**config.mk**
```make
export PLATFORM = sky130hd
export DESIGN_NAME = modular_exponentiation_core
export DESIGN_NICKNAME = d
export VERILOG_FILES = /design/src/rtl/core/mexp_pkg.sv /design/src/rtl/core/mexp_mulmod.sv /design/src/rtl/core/modular_exponentiation_core.sv
export SDC_FILE = /design/constraint.sdc
export NUM_CORES = 1
export LEC_CHECK = 0
export BUFFER_PORTS_ARGS = -buffer_cell sky130_fd_sc_hd__buf_2
export CORE_MARGIN = 2
export CORE_UTILIZATION = 30
export DETAILED_ROUTE_END_ITERATION = 6
export PLACE_DENSITY = 0.56
export SETUP_SLACK_MARGIN = 0.15
export SLEW_MARGIN = 15
export SYNTH_ARGS = -nofsm -noshare
export SYNTH_HDL_FRONTEND = slang
export SYNTH_HIERARCHICAL = 1
export SYNTH_SLANG_ARGS = --single-unit
```
**constraint.sdc**
```tcl
create_clock -name clk -period 6.9 [get_ports clk]
set_input_delay 1.38 -clock clk [delete_from_list [all_inputs] [get_ports clk]]
set_output_delay 1.38 -clock clk [all_outputs]
set_load 0.01 [all_outputs]
```
**src/rtl/core/mexp_pkg.sv**
```systemverilog
// Package: shared constants for the modular exponentiation core.
package mexp_pkg;
    localparam int EXP_BITS_DEF = 64;
    localparam int MOD_BITS_DEF = 32;
    localparam logic [31:0] MODULUS_RESET = 32'd1000000007;
    localparam int BASE_W = 32;
    localparam int EXPONENT_W = 63;
    localparam int RESULT_W = 32;
endpackage

```
**src/rtl/core/mexp_mulmod.sv**
```systemverilog
// Bit-serial modular multiplier: a * b mod m, one bit of b per cycle.
module mexp_mulmod
    import mexp_pkg::*;
#(
    parameter int MOD_BITS = MOD_BITS_DEF
)
(
    input  logic                clk,
    input  logic                rst_n,
    input  logic                go,
    input  logic [MOD_BITS-1:0] a,
    input  logic [MOD_BITS-1:0] b,
    input  logic [MOD_BITS-1:0] m,
    output logic                done,
    output logic [MOD_BITS-1:0] product
);
    localparam int CW = $clog2(MOD_BITS + 1);

    logic                run_reg, run_next;
    logic [CW-1:0]       cnt_reg, cnt_next;
    logic [MOD_BITS-1:0] a_reg, a_next;
    logic [MOD_BITS-1:0] b_reg, b_next;
    logic [MOD_BITS-1:0] acc_reg, acc_next;
    logic                done_reg, done_next;
    logic [MOD_BITS:0]   dbl;
    logic [MOD_BITS:0]   d1;
    logic [MOD_BITS:0]   sum;
    logic [MOD_BITS-1:0] d1r;

    always_comb
    begin
        // Horner step, MSB first: acc = 2*acc (+a), each reduced once.
        dbl = {acc_reg, 1'b0};
        d1  = (dbl >= {1'b0, m}) ? dbl - {1'b0, m} : dbl;
        d1r = d1[MOD_BITS-1:0];
        sum = {1'b0, d1r};
        if (b_reg[MOD_BITS-1])
        begin
            sum = {1'b0, d1r} + {1'b0, a_reg};
            sum = (sum >= {1'b0, m}) ? sum - {1'b0, m} : sum;
        end
        run_next  = run_reg;
        cnt_next  = cnt_reg;
        a_next    = a_reg;
        b_next    = b_reg;
        acc_next  = acc_reg;
        done_next = 1'b0;
        if (go)
        begin
            run_next = 1'b1;
            cnt_next = CW'(MOD_BITS);
            a_next   = a;
            b_next   = b;
            acc_next = '0;
        end
        else if (run_reg)
        begin
            acc_next = sum[MOD_BITS-1:0];
            b_next   = {b_reg[MOD_BITS-2:0], 1'b0};
            cnt_next = cnt_reg - 1'b1;
            if (cnt_reg == CW'(1))
            begin
                run_next  = 1'b0;
                done_next = 1'b1;
            end
        end
    end

    always_ff @(posedge clk or negedge rst_n)
    begin
        if (!rst_n)
        begin
            run_reg  <= 1'b0;
            done_reg <= 1'b0;
            cnt_reg  <= '0;
        end
        else
        begin
            run_reg  <= run_next;
            done_reg <= done_next;
            cnt_reg  <= cnt_next;
        end
    end

    always_ff @(posedge clk)
    begin
        a_reg   <= a_next;
        b_reg   <= b_next;
        acc_reg <= acc_next;
    end

    assign done    = done_reg;
    assign product = acc_reg;
endmodule

```
**src/rtl/core/modular_exponentiation_core.sv**
```systemverilog
// Top level: square-and-multiply modular exponentiation with a bit-serial multiplier.
//
// A word is taken when start is high and busy is low. The base is first reduced
// by the modulus one bit per cycle, then the exponent is walked LSB first: each
// bit passes through the dispatch state, a multiply when the bit is set and a
// squaring, except that the walk stops right after the multiply of the highest
// set bit. Every multiply or squaring goes through the one shared bit-serial
// multiplier. busy drops in the strobe cycle, so the next word can be taken at
// the edge that ends it. A modulus of zero gives 0 with the strobe in the cycle
// right after acceptance and busy never rising. power_result is valid for one
// cycle while done is high; the receiver cannot stall it. Write the modulus
// through cfg_valid/cfg_ready only while idle.
module modular_exponentiation_core
    import mexp_pkg::*;
#(
    parameter int EXP_BITS = EXP_BITS_DEF,
    parameter int MOD_BITS = MOD_BITS_DEF
)
(
    input  logic                  clk,
    input  logic                  rst_n,
    input  logic                  start,
    output logic                  busy,
    input  logic [BASE_W-1:0]     base_value,
    input  logic [EXPONENT_W-1:0] exponent,
    output logic                  done,
    output logic [RESULT_W-1:0]   power_result,
    input  logic                  cfg_valid,
    output logic                  cfg_ready,
    input  logic [31:0]           cfg_data
);
    localparam int EW = (EXP_BITS < EXPONENT_W) ? EXP_BITS : EXPONENT_W;
    localparam int CW = $clog2(BASE_W);

    localparam logic [2:0] S_IDLE = 3'd0;
    localparam logic [2:0] S_RED  = 3'd1;
    localparam logic [2:0] S_MUL  = 3'd2;
    localparam logic [2:0] S_SQR  = 3'd3;
    localparam logic [2:0] S_WAIT = 3'd4;
    localparam logic [2:0] S_BIT  = 3'd5;

    logic [2:0]          state_reg, state_next;
    logic [2:0]          after_reg, after_next;
    logic [MOD_BITS-1:0] mod_reg;
    logic [MOD_BITS-1:0] acc_reg, acc_next;
    logic [MOD_BITS-1:0] sq_reg, sq_next;
    logic [EW-1:0]       e_reg, e_next;
    logic [CW-1:0]       cnt_reg, cnt_next;
    logic [BASE_W-1:0]   base_hold_reg, base_hold_next;
    logic                done_reg, done_next;
    logic                go;
    logic [MOD_BITS-1:0] op_a, op_b;
    logic                mm_done;
    logic [MOD_BITS-1:0] mm_p;
    logic [MOD_BITS:0]   red_t;

    mexp_mulmod #(.MOD_BITS(MOD_BITS)) u_mulmod
    (
        .clk(clk), .rst_n(rst_n), .go(go), .a(op_a), .b(op_b), .m(mod_reg),
        .done(mm_done), .product(mm_p)
    );

    assign cfg_ready = 1'b1;

    always_comb
    begin
        // Base reduction step: shift in the next base bit, MSB first, and
        // subtract the modulus once; 2*r + 1 stays below 2*m.
        red_t = {sq_reg, base_hold_reg[BASE_W-1]};
        if (red_t >= {1'b0, mod_reg})
            red_t = red_t - {1'b0, mod_reg};

        state_next     = state_reg;
        after_next     = after_reg;
        acc_next       = acc_reg;
        sq_next        = sq_reg;
        e_next         = e_reg;
        cnt_next       = cnt_reg;
        base_hold_next = base_hold_reg;
        done_next      = 1'b0;
        go             = 1'b0;
        op_a           = sq_reg;
        op_b           = sq_reg;
        case (state_reg)
            S_IDLE:
            begin
                if (start)
                begin
                    if (mod_reg == '0)
                    begin
                        // Zero modulus: answer 0 at once.
                        acc_next  = '0;
                        done_next = 1'b1;
                    end
                    else
                    begin
                        e_next         = exponent[EW-1:0];
                        base_hold_next = base_value;
                        sq_next        = '0;
                        cnt_next       = '0;
                        state_next     = S_RED;
                    end
                end
            end
            S_RED:
            begin
                sq_next        = red_t[MOD_BITS-1:0];
                base_hold_next = {base_hold_reg[BASE_W-2:0], 1'b0};
                cnt_next       = cnt_reg + 1'b1;
                if (cnt_reg == CW'(BASE_W - 1))
                begin
                    // Start the running product at 1 mod m.
                    acc_next   = (mod_reg == MOD_BITS'(1)) ? '0 : MOD_BITS'(1);
                    state_next = S_BIT;
                end
            end
            S_BIT:
            begin
                // Stop once no set exponent bits remain.
                if (e_reg == '0)
                begin
                    done_next  = 1'b1;
                    state_next = S_IDLE;
                end
                else if (e_reg[0])
                    state_next = S_MUL;
                else
                    state_next = S_SQR;
            end
            S_MUL:
            begin
                op_a       = acc_reg;
                op_b       = sq_reg;
                go         = 1'b1;
                state_next = S_WAIT;
                after_next = S_MUL;
            end
            S_SQR:
            begin
                go         = 1'b1;
                state_next = S_WAIT;
                after_next = S_SQR;
            end
            S_WAIT:
            begin
                if (mm_done)
                begin
                    if (after_reg == S_MUL)
                    begin
                        acc_next = mm_p;
                        // Drop the last squaring after the highest set bit.
                        if ((e_reg >> 1) == '0)
                        begin
                            done_next  = 1'b1;
                            state_next = S_IDLE;
                        end
                        else
                            state_next = S_SQR;
                    end
                    else
                    begin
                        sq_next    = mm_p;
                        e_next     = e_reg >> 1;
                        state_next = S_BIT;
                    end
                end
            end
            default: state_next = S_IDLE;
        endcase
    end

    always_ff @(posedge clk or negedge rst_n)
    begin
        if (!rst_n)
        begin
            state_reg <= S_IDLE;
            after_reg <= S_IDLE;
            done_reg  <= 1'b0;
            mod_reg   <= MODULUS_RESET[MOD_BITS-1:0];
            cnt_reg   <= '0;
        end
        else
        begin
            state_reg <= state_next;
            after_reg <= after_next;
            done_reg  <= done_next;
            cnt_reg   <= cnt_next;
            if (cfg_valid && cfg_ready)
                mod_reg <= cfg_data[MOD_BITS-1:0];
        end
    end

    always_ff @(posedge clk)
    begin
        acc_reg       <= acc_next;
        sq_reg        <= sq_next;
        e_reg         <= e_next;
        base_hold_reg <= base_hold_next;
    end

    assign busy         = (state_reg != S_IDLE);
    assign done         = done_reg;
    assign power_result = RESULT_W'(acc_reg);
endmodule

```
==> results_dict.tcl <==
set metrics [dict create \
    synth-simple-area-share 0.146 \
    die_h_um 269 \
    finalCritPeriodShare 1.04 \
    timing.rr.end "u_mulmod/product[11]" \
    initial_core_util 0.302 \
    synth_nets 2429 \
    port_buffers 164 \
    io_pins 166 \
    final_nets 2983 \
    worstMarginPinSlew_ns 1.11 \
    fmax_mhz 139 \
    period_needed_ns 7.17 \
    fin_ws_ns -0.270 \
    numClockSinks 306 \
    synthMuxAreaShare 0.0907 \
    critPathTopFamily "compound AO/OA/AOI/OAI gates" \
    critPathLaunchType "register" \
    drtIter0Drc 1319 \
    worstRegToRegCells 37 \
    syn_area_per_cell_sq_um 9.72 \
    async_reset_ff_frac 0.167 \
    fin_skew_ns 0.0257 \
    dp_hpwl_um 56500 \
    cts_hold_buf 0 \
    grt_pass1_vias 18730 \
    grt_setup_unrepaired "true" \
    end_kind "register" \
    critPathMaxStageDelay_ns 0.54 \
    maxCapViolations 0 \
    yosys_register_bits 306 \
    slowest_stage "dfstp_2" \
    area_delta_synth_final_pct 33.5 \
    hp-class "reg2reg" \
    dpl_cell_area_sq_um 25800 \
    synth_area_sq_um 21000 \
    critical_path.most_common_cell "buf_4" \
    cts-root-buf "clkbuf_16" \
    whs_path_depth 1 \
    die_w_um 269 \
    cts_buffer_depth 3 \
    drtPass1Iterations 5 \
    ff2ff_setup_slack_ns -0.27 \
    drive_above_1_share 0.353 \
    holdCritStartpoint "after_reg[1]" \
    drcViolationCount 0 \
    vias 18717 \
    slew_headroom 0.257 \
    grt.total_usage 0.197 \
    hold_viol 0 \
    cts_buffers 35 \
    routed_wl_um 72700 \
    finalSetupViolations 32 \
    synth_compound_area_frac 0.183 \
    synth_ff_type "edfxtp_1" \
    cts_tree "done" \
    wl_per_cell_um 19.7 \
    holdPathEnd "after_reg[1]" \
    grt_overflow_total 0 \
    path_class "reg2reg" \
    use_met2 0.319 \
    use_met1 0.275 \
    ys_types 91 \
    place_congestion 0.910 \
    synth_fa_ha_area_frac 0.0824 \
    grt_max_degree 65 \
    grt_pass1_wl_um 110000 \
    core_area_sq_um 69700 \
    dieArea_sq_um 72200 \
    failed_checks "setup timing" \
    syn_inst 2162 \
    path_buf_inv 10 \
    fillers 6902 \
    arrival_ns 7.57 \
    synth_xor_area_frac 0.0471 \
    yosys_warnings 6 \
    synth.yosys.seq_area_share 0.411 \
    insertion_delay_ns 0.55 \
    path_clk_slew_ns 0.06 \
    antenna_found_initial 9 \
    globalRouteMet3Util 0.0243 \
    crit_fanout 8 \
    synth_edf_count 223 \
    largest_reg_flops 63 \
    r2r_start "mod_reg[2]" \
    synth_top_family_by_area "compound AO/OA/AOI/OAI gates" \
    status "complete, but fails checks" \
    fin_area_sq_um 28100 \
    maxSlewViolCount 0 \
    ant_nets 0 \
    final_cell_mix "buf_4, nand2_1, edfxtp_1, buf_2, mux2_2" \
    cts.htree.levels 2 \
    viasPerCell 5.08 \
    layout_commonest_cell "buf_4" \
    row_count 97 \
    busiest_layer "met2" \
    worstPathRequired_ns 7.30 \
]
## through the flow
step	util	TNS (ns)	setup WS [ns]	hold WS, ns	cells
2_1_floorplan	-	0	0.177	0.450	2162
3_3_place_gp	0.370	-9.89	-0.434	0.474	3576
3_5_place_dp	0.370	-14.65	-0.581	0.472	3576
4_1_cts	0.396	-3.85	-0.198	0.490	3667
5_1_grt	0.403	-15.33	-0.564	0.535	3683
6_report	0.403	-5.38	-0.270	0.493	3685
## per-layer routing
layer	wire (um)	share of wire
met1	34200	0.47
met2	32900	0.45
met3	3450	0.047
met4	2110	0.029
met5	81	0.0011
## cells by family after synthesis
kind of cell / count (synthesis)
compound gates: 583
fa+ha+maj: 136
mux: 174
flops: 306
simple gates: 651
xor+xnor: 113
other cells: 1
buf+inv: 198
## timing repair
item / in CTS / in global routing
gates resized for setup: 93 / 89
pin swaps: 37 / 54
setup endpoints to repair: 32 / 32
cloned: 2 / 0
buffers inserted: 25 / 16
## cell usage after synthesis, drive strengths merged (43+ instances only)
cell | count | area, sq um
edfxtp | 223 | 6700
and2 | 43 | 269
ha | 132 | 1650
a21oi | 138 | 694
nor2 | 116 | 440
xnor2 | 64 | 561
mux2 | 132 | 1490
xor2 | 49 | 429
o21ai | 164 | 847
inv | 105 | 397
clkbuf | 59 | 224
nand2 | 278 | 1050
a21o | 63 | 473
## cell type report
class | count | area, sq um | area share
antenna | 2 | 5.00 | 0.000178
clock buffer | 44 | 951 | 0.0339
clock inverter | 20 | 243 | 0.00865
inverter | 105 | 400 | 0.0143
multi-input combinational | 1658 | 12300 | 0.439
sequential | 306 | 8630 | 0.308
tap | 940 | 1180 | 0.0419
timing repair buffer | 610 | 4330 | 0.154
## worst max path at each step
stage,cells past startpoint,endpoint,from
finish,37,u_mulmod/product[11],mod_reg[2]
global route,36,u_mulmod/product[15],mod_reg[1]
CTS,35,u_mulmod/product[15],mod_reg[2]
detailed placement,32,u_mulmod/product[3],mod_reg[19]
global placement,29,u_mulmod/product[3],mod_reg[19]
floorplan,31,u_mulmod/product[24],mod_reg[1]
Power is not shown: default switching activity piles up to over one toggle a cycle in this logic, so the estimate is an artifact.
